`config.mk`:
```
export PLATFORM = sky130hd
export DESIGN_NAME = pmst_ctrl
export DESIGN_NICKNAME = d
export VERILOG_FILES = /design/src/pmst_pkg.sv /design/src/pmst_ctrl.sv
export SDC_FILE = /design/constraint.sdc
export NUM_CORES = 1
export LEC_CHECK = 0
export BUFFER_PORTS_ARGS = -buffer_cell sky130_fd_sc_hd__buf_2
export CORE_ASPECT_RATIO = 0.75
export CORE_UTILIZATION = 51
export DETAILED_ROUTE_END_ITERATION = 10
export GPL_TIMING_DRIVEN = 0
export PLACE_DENSITY = 0.83
export SLEW_MARGIN = 30
export SYNTH_ARGS = -nofsm -noshare
export SYNTH_HDL_FRONTEND = slang
export SYNTH_SLANG_ARGS = --single-unit
```
`constraint.sdc`:
```
create_clock -name clk -period 2.1 [get_ports clk]
set_input_delay 0.105 -clock clk [delete_from_list [all_inputs] [get_ports clk]]
set_output_delay 0.105 -clock clk [all_outputs]
set_load 0.005 [all_outputs]
```
`src/pmst_pkg.sv`:
```
`timescale 1ns / 1ps
`default_nettype none
// ----------------------------------------------------------------------------
// pmst_pkg
// Shared constants and types of the Prim spanning tree core.
// ----------------------------------------------------------------------------
package pmst_pkg;

	localparam int unsigned WeightW = 10;
	localparam int unsigned NodeW   = 5;
	localparam int unsigned TotalW  = 14;
	localparam logic [WeightW-1:0] NoEdge = 10'd999;

	// Controller to datapath commands.
	typedef struct packed {
		logic wr;         // store the accepted weight
		logic clr_pos;    // restart loading at the first entry
		logic seed_init;  // clear seed search
		logic seed_step;  // compare one matrix read
		logic tree_init;  // set nearest vertices, one row a cycle
		logic scan_init;  // clear least-cost search
		logic scan_step;  // compare one candidate
		logic add_pick;   // take the picked vertex into the tree
		logic upd_step;   // relax one row against the new vertex
		logic take_seed;  // latch seed as result
	} pmst_cmd_t;

	// Datapath to controller status.
	typedef struct packed {
		logic load_done;  // the beat being stored now goes to the last entry
		logic seed_none;
		logic scan_none;
	} pmst_sts_t;

endpackage : pmst_pkg
`default_nettype wire

```
`src/pmst_ctrl.sv`:
```
`timescale 1ns / 1ps
`default_nettype none
// ----------------------------------------------------------------------------
// pmst_ctrl
// Sequencer: loading, seed sweep, tree set-up, scan and update passes,
// result hand-off through the output register.
// ----------------------------------------------------------------------------
module pmst_ctrl
	import pmst_pkg::*;
(
	input  wire logic             clk,
	input  wire logic             arst_n,
	input  wire logic             in_valid,
	output logic                  in_ready,
	input  wire logic             cfg_wr,
	input  wire logic             step_last,
	input  wire logic [NodeW-1:0] active_n,
	input  wire pmst_sts_t        sts,
	output pmst_cmd_t             cmd,
	output logic                  out_valid,
	input  wire logic             out_ready,
	output logic                  out_disc,
	output logic                  out_last,
	output logic                  out_zero_edge,
	output logic                  out_zero_total
);
	typedef enum logic [3:0] {
		S_LOAD, S_SEED, S_SEED_END, S_SEED_CHK, S_TREE, S_TREE_END,
		S_SCAN, S_SCAN_END, S_SCAN_CHK, S_UPD, S_UPD_END, S_OUT
	} state_t;

	state_t state_q, next_q;
	logic [NodeW-1:0] edges_q;

	assign in_ready = (state_q == S_LOAD) && !cfg_wr;

	always_comb begin
		cmd = '0;
		cmd.wr = in_valid && in_ready;
		cmd.clr_pos = cfg_wr;
		unique case (state_q)
			S_LOAD:     cmd.seed_init = in_valid && in_ready && sts.load_done;
			S_SEED:     cmd.seed_step = 1'b1;
			S_SEED_CHK: cmd.take_seed = !sts.seed_none;
			S_TREE:     cmd.tree_init = 1'b1;
			S_TREE_END: cmd.scan_init = 1'b1;
			S_SCAN:     cmd.scan_step = 1'b1;
			S_SCAN_CHK: cmd.add_pick = !sts.scan_none;
			S_UPD:      cmd.upd_step = 1'b1;
			default:    ;
		endcase
	end

	always_ff @(posedge clk or negedge arst_n) begin
		if (!arst_n) begin
			state_q <= S_LOAD; next_q <= S_LOAD; edges_q <= '0;
			out_valid <= 1'b0; out_disc <= 1'b0; out_last <= 1'b0;
			out_zero_edge <= 1'b0; out_zero_total <= 1'b0;
		end else begin
			unique case (state_q)
				S_LOAD: if (cmd.seed_init) state_q <= S_SEED;
				S_SEED: if (step_last) state_q <= S_SEED_END;
				S_SEED_END: state_q <= S_SEED_CHK;
				S_SEED_CHK: begin
					out_valid <= 1'b1;
					state_q <= S_OUT;
					edges_q <= NodeW'(1);
					if (sts.seed_none) begin
						out_disc <= 1'b1; out_last <= 1'b1;
						out_zero_edge <= 1'b1; out_zero_total <= 1'b1;
						next_q <= S_LOAD;
					end else begin
						out_disc <= 1'b0; out_zero_edge <= 1'b0; out_zero_total <= 1'b0;
						out_last <= active_n == NodeW'(2);
						next_q <= (active_n == NodeW'(2)) ? S_LOAD : S_TREE;
					end
				end
				S_TREE: if (step_last) state_q <= S_TREE_END;
				S_TREE_END: state_q <= S_SCAN;
				S_SCAN: if (step_last) state_q <= S_SCAN_END;
				S_SCAN_END: state_q <= S_SCAN_CHK;
				S_SCAN_CHK: begin
					out_valid <= 1'b1;
					state_q <= S_OUT;
					out_zero_total <= 1'b0;
					if (sts.scan_none) begin
						out_disc <= 1'b1; out_last <= 1'b1; out_zero_edge <= 1'b1;
						next_q <= S_LOAD;
					end else begin
						edges_q <= edges_q + NodeW'(1);
						out_disc <= 1'b0; out_zero_edge <= 1'b0;
						out_last <= (edges_q + NodeW'(1)) == (active_n - NodeW'(1));
						next_q <= ((edges_q + NodeW'(1)) == (active_n - NodeW'(1)))
							? S_LOAD : S_UPD;
					end
				end
				S_UPD: if (step_last) state_q <= S_UPD_END;
				S_UPD_END: begin
					state_q <= S_TREE_END;
				end
				S_OUT: if (out_ready) begin
					out_valid <= 1'b0;
					state_q <= next_q;
				end
				default: state_q <= S_LOAD;
			endcase
		end
	end
endmodule : pmst_ctrl
`default_nettype wire

```
==> metrics.yaml, run 1 <==
synthesis:
  ys.flop_type: "dfrtp_1"
  synthMuxAreaShare_pct: 0
  synth_seq_cells: 15
  synth_top_family_by_area: "simple AND/OR/NAND/NOR gates"
  ys_async_sr_fraction_pct: 100
  synth-compound-area-share_pct: 17.4
  synth_area_leader_cell: "dfrtp_1"
  synth_nets: 147
  synth_top_area_share_pct: 33.9
  synth_cell_type_count: 37
  synthesis.area_mm2: 0.00111
  synth-edff-count: 0
  synth-xor-area-share_pct: 8.69
  seq_area_frac_synth_pct: 33.9
  netlist_instances: 130
  synthTopCellsByArea: "dfrtp_1 (34%), nor2_1 (6.1%), xnor2_1 (5.5%)"
  synthSimpleGateAreaFrac_pct: 27.5
  yosys.area_share.adder_pct: 3.39
  syn_area_per_cell_um2: 8.53
  yosysWarnings: 0
min_path:
  holdCritPathClass: "in2reg"
global_route:
  overflow: 0
  track_usage_pct: 24.1
  grt_pass1_wl_mm: 4.33
  grt_pass1_vias: 979
  grt_antenna_before_repair: 0
  grt_max_degree: 16
critical_path:
  critPathRequiredTime_ns: 2.00
  endpoint_kind: "primary output"
  critPathKind: "reg2out"
  worstSetupStartpointType: "flip-flop"
  crit_arrival_ns: 1.76
  worstPathMaxFanout: 9
place:
  gp_congestion: 0.849
  hpwl_mm: 2.02
  io_buffers: 29
timing:
  period_needed_ns: 1.86
  hold_viol: 0
  max_slew_margin_pct: 71.9
  fmax_mhz: 537
  setup_violations: 0
  rsz0062_at_grt: "no"
  fin_tns_setup_ns: 0
  post-route-period-util_pct: 88.7
  worstMarginPinSlew_ns: 0.416
  finClkSkew_ns: 0.00360
  drv_slew: 0
cells_and_area:
  layout-drive-gt1-share_pct: 29.9
  layout_commonest_cell: "buf_2"
  nNetsFinal: 182
  area_growth_pct: 19.2
  final_cell_mix: "buf_2 (30), nor2_1 (18), dfrtp_1 (15)"
  diodes: 0
pwr:
  vdd_drop_max_mv: 0.785
  power_density_mw_per_mm2: 1270
  switching_power_uw: 740
  p_leak_nw: 0.622
  p_int_uw: 943
  power_mw: 1.68
  sw_frac_of_total_pct: 44.0
  clkPwrFrac_pct: 10.3
  power_frac_seq_pct: 29.9
  power_frac_comb_pct: 59.8
detailed_routing:
  wire_per_inst_um: 14.1
  antenna_left: 0
  dr.pass1.iters: 4
  wl_mm: 2.65
  vias: 1056
  drt_iter0_markers: 16
  drc: 0
  vias_per_cell: 5.62
clock_network:
  clkSinkCount: 15
  cts_root_buffer: "clkbuf_4"
  cts_max_level: 1
  path_clk_slew_ns: 0.09
  cts_made_buffers: 3
  post-cts-setup-buffer-count: 0
  cts_resized: 0
  tritoncts: "done"
  clk_latency_ns: 0.30
  cts_hold_buf: 1
  clock_tree.buffer_depth: 2
floorplan:
  die_area_mm2: 0.00237
  core_mm2: 0.00203
  start_util_pct: 54.6
  ios: 30
  die_x_um: 55.8
  num_rows: 14
  die_y_um: 42.4
run:
  drv_cap: 0
run_status:
  run_status: "finished clean"
[power groups by stage]
stage	combinational [mW]	clock, mW	sequential [mW]
after detailed placement	0.996	0	0.509
final	1.01	0.174	0.503
after global placement	0.960	0	0.499
after CTS	0.999	0.182	0.504
after floorplan	0.747	0	0.492
after global routing	1.11	0.192	0.519
[worst max-delay path, stage by stage (launching register included)]
cell and delay, ns:
dfrtp_1 0.38, clkbuf_8 0.16, nor4b_4 0.45, nand2b_2 0.19
clkinv_2 0.14, buf_2 0.13
[final cells by class]
| type | count | area [um2] |
|---|---|---|
| buffer | 8 | 81.3 |
| clock buffer | 3 | 22.5 |
| clock inverter | 1 | 5.00 |
| fill | 166 | 711 |
| inverter | 5 | 20.0 |
| multi-input combinational | 102 | 632 |
| sequential | 15 | 375 |
| tap | 24 | 30.0 |
| timing repair buffer | 30 | 155 |
[metrics by stage]
| stage | instance area [um2] | hold slack (ns) | util [%] | cells | setup slack [ns] |
|---|---|---|---|---|---|
| 4_1_cts | 1320 | 0.0867 | 65.0 | 188 | 0.240 |
| 2_1_floorplan | 1110 | -0.191 | - | 130 | 0.586 |
| 3_3_place_gp | 1280 | 0.0188 | 63.2 | 183 | 0.446 |
| 3_5_place_dp | 1280 | 0.0287 | 63.2 | 183 | 0.393 |
| 5_1_grt | 1320 | 0.0955 | 65.0 | 188 | 0.0996 |
| 6_report | 1320 | 0.0975 | 65.0 | 188 | 0.238 |
[state kept, by name, summed over array words and instances (netlist names)]
signal,cells
edges_q,5
state_q,4
next_q,2
out_last,1
out_valid,1
out_zero_edge,1
out_zero_total,1
[Yosys cell counts, drive strengths merged (2+ instances only)]
library cell,instances
nor2,18
dfrtp,15
o21ai,13
a21oi,10
nand2,9
nor3,7
xnor2,7
buf,6
nand3,6
inv,4
nand2b,4
xor2,4
ha,3
nor3b,3
a21o,2
clkbuf,2
nor4b,2
[per-layer routing]
layer	track usage, %	vias to the layer above	wire length, um
met5	0	-	0
met4	8.29	0	51
met3	7.10	7	125
met2	39.3	27	1280
met1	30.8	502	1190
li1	-	520	-
[path summary, 6_finish.rpt]
path / start / to / slack (ns) / cells after the start
setup / recovery: state_q[1] / cmd[2] / 0.24 / 5
hold / removal: sts[1] / out_zero_edge / 0.1 / 3
setup reg to reg: state_q[1] / edges_q[2] / 0.36 / 7
hold reg to reg: out_last / out_last / 0.50 / 2
max in group asynchronous: arst_n / edges_q[0] / 1.61 / 2
min in group asynchronous: arst_n / out_last / 0.23 / 2
[cells by family after synthesis]
family,Yosys count
compound gates,32
simple gates,56
fa+ha+maj,3
buf+inv,13
flops,15
xor+xnor,11
No activity file was read; power rests on OpenSTA's default activity.
==> run 2, diff against run 1 <==
--- a/config.mk
+++ b/config.mk
@@ -7,6 +7,7 @@
 export LEC_CHECK = 0
 export BUFFER_PORTS_ARGS = -buffer_cell sky130_fd_sc_hd__buf_2
 export CORE_ASPECT_RATIO = 0.75
+export CORE_MARGIN = 10
 export CORE_UTILIZATION = 51
 export DETAILED_ROUTE_END_ITERATION = 10
 export GPL_TIMING_DRIVEN = 0
==> run 2 against run 1 <==
  * First-iteration DRC count increased to 2.9 times the previous value
  * Combinational power about the same
  * Clock skew increased by 0.0048 ns
  * Critical path depth increased by 1
  * Critical path type unchanged
==> metrics.yaml, run 2 (synthesis gave the netlist of run 1 again) <==
detailed_routing:
  dr.max_layer_used: "met4"  # unchanged
  drc: 0  # unchanged
  dr.pass1.iters: 4  # unchanged
  drt_iter0_markers: 47  # was 16
  antenna_left: 0  # unchanged
  m1WireLength_mm: 1.18  # was 1.19 mm
  route.met3.wl_um: 192  # was 125 um
  wl_mm: 2.72  # was 2.65 mm
  route.met2.wl_mm: 1.34  # was 1.28 mm
  vias: 1022  # was 1056
  vias_per_cell: 5.44  # was 5.62
  wire_per_inst_um: 14.5  # was 14.1 um
clock_network:
  clk_latency_ns: 0.30  # about the same
  cts_resized: 0  # unchanged
  path_clk_slew_ns: 0.10  # was 0.09 ns
  cts_made_buffers: 3  # unchanged
  cts_root_buffer: "clkbuf_4"  # unchanged
  cts_hold_buf: 1  # unchanged
  post-cts-setup-buffer-count: 0  # unchanged
  tritoncts: "done"  # unchanged
  clock_tree.buffer_depth: 2  # unchanged
  cts_max_level: 1  # unchanged
  clkSinkCount: 15  # unchanged
timing:
  period_needed_ns: 1.85  # was 1.86 ns
  worstMarginPinSlew_ns: 0.426  # was 0.416 ns
  rsz0062_at_grt: "no"  # unchanged
  setup_violations: 0  # unchanged
  post-route-period-util_pct: 88.1  # was 88.7%
  finClkSkew_ns: 0.00840  # was 0.00360 ns
  drv_slew: 0  # unchanged
  max_slew_margin_pct: 71.2  # was 71.9%
  hold_viol: 0  # unchanged
  fmax_mhz: 540  # was 537 MHz
  fin_tns_setup_ns: 0  # unchanged
global_route:
  grt_antenna_before_repair: 0  # unchanged
  grt_pass1_wl_mm: 4.32  # was 4.33 mm
  grt_pass1_vias: 939  # was 979
  track_usage_pct: 12.4  # was 24.1%
  overflow: 0  # unchanged
  grt_max_degree: 16  # unchanged
critical_path:
  cpMaxStageDelayCell: "dfrtp_1"  # was nor4b_4
  worstPathMaxFanout: 10  # was 9
  reg2regPathDepth: 7  # unchanged
  r2r-start: "state_q[1]"  # unchanged
  worstSetupStartpointType: "flip-flop"  # unchanged
  critPathMaxStageDelay_ns: 0.48  # was 0.45 ns
  startpoint: "state_q[2]"  # was state_q[1]
  endpoint_kind: "primary output"  # unchanged
  crit_arrival_ns: 1.75  # was 1.76 ns
  crit_chain: "buf_6 -> nor2_1 -> nand2_1 -> nor3b_1 -> and2_1 -> buf_2"  # was clkbuf_8 -> nor4b_4 -> nand2b_2 -> clkinv_2 -> buf_2
  critPathRequiredTime_ns: 2.00  # about the same
  ff2ff_setup_slack_ns: 0.39  # was 0.36 ns
  critPathKind: "reg2out"  # unchanged
  reg2reg_to: "edges_q[2]"  # unchanged
floorplan:
  die_area_mm2: 0.00446  # was 0.00237 mm2
  ios: 30  # unchanged
  die_y_um: 60.4  # was 42.4 um
  start_util_pct: 54.6  # unchanged
  die_x_um: 73.8  # was 55.8 um
  num_rows: 14  # unchanged
  core_mm2: 0.00203  # unchanged
min_path:
  holdPathEnd: "out_zero_total"  # was out_zero_edge
  hold_start: "sts[1]"  # unchanged
  holdCritPathClass: "in2reg"  # unchanged
  min_path_cells: 3  # unchanged
cells_and_area:
  area_growth_pct: 19.2  # unchanged
  top_register: "edges_q"  # unchanged
  diodes: 0  # unchanged
  layout-drive-gt1-share_pct: 29.9  # unchanged
  largest_reg_flops: 5  # unchanged
  final_cell_mix: "buf_2 (30), nor2_1 (18), dfrtp_1 (15)"  # unchanged
  layout_commonest_cell: "buf_2"  # unchanged
  nNetsFinal: 182  # unchanged
  reg_top3: "edges_q: 5 flops, state_q: 4 flops, next_q: 2 flops"  # unchanged
  stdcell_area_mm2: 0.00132  # unchanged
pwr:
  power_mw: 1.68  # about the same
  vdd_drop_max_mv: 0.768  # was 0.785 mV
  power_density_mw_per_mm2: 1270  # about the same
  p_leak_nw: 0.622  # unchanged
place:
  io_buffers: 29  # unchanged
  gp_congestion: 0.790  # was 0.849
  hpwl_mm: 2.16  # was 2.02 mm
  placed_area_mm2: 0.00128  # unchanged
run_status:
  run_status: "finished clean"  # unchanged
run:
  drv_cap: 0  # unchanged
[run 2: cell counts in the layout (fill, tap and decap cells not counted)]
No cell type changed its count.
[run 2: power by group]
| group | switching (mW) | internal, mW | total, mW |
|---|---|---|---|
| clock | 0.104 | 0.0710 | 0.175 |
| combinational | 0.523 | 0.471 | 0.994 |
| sequential | 0.106 | 0.401 | 0.506 |
| total | 0.732 | 0.943 | 1.68 |
[run 2: worst max-delay path by stage]
stage / to / cells past startpoint
2_1_floorplan: edges_q[2] / 7
6_report: cmd[7] / 6
3_5_place_dp: edges_q[2] / 7
3_3_place_gp: edges_q[2] / 7
5_1_grt: cmd[0] / 5
4_1_cts: cmd[2] / 5
[run 2: cell type report]
| cell class | count | area, um2 |
|---|---|---|
| buffer | 8 | 81.3 |
| clock inverter | 1 | 5.00 |
| sequential | 15 | 375 |
| timing repair buffer | 30 | 155 |
| fill | 171 | 711 |
| multi-input combinational | 102 | 632 |
| clock buffer | 3 | 22.5 |
| tap | 24 | 30.0 |
| inverter | 5 | 20.0 |
[run 2: critical path: cells and delay by family, from the launching register on]
kind                   cells  cell delay, ns
and+or+nand+nor            4            0.68
DFF                        1            0.48
buffers and inverters      2            0.29
[run 2: per-layer routing]
layer	vias to the layer above	global-route usage, %
met4	0	2.39
met2	19	20.3
met5	-	0
li1	518	-
met1	483	15.4
met3	2	4.57
[run 2: per-stage QoR]
stage / cells / utilization (%) / hold WS, ns / setup WS, ns
finish: 188 / 65.0 / 0.103 / 0.249
global route: 188 / 65.0 / 0.113 / 0.106
CTS: 188 / 65.0 / 0.0964 / 0.248
detailed placement: 183 / 63.2 / 0.0260 / 0.389
global placement: 183 / 63.2 / 0.0169 / 0.433
floorplan: 130 / - / -0.191 / 0.586
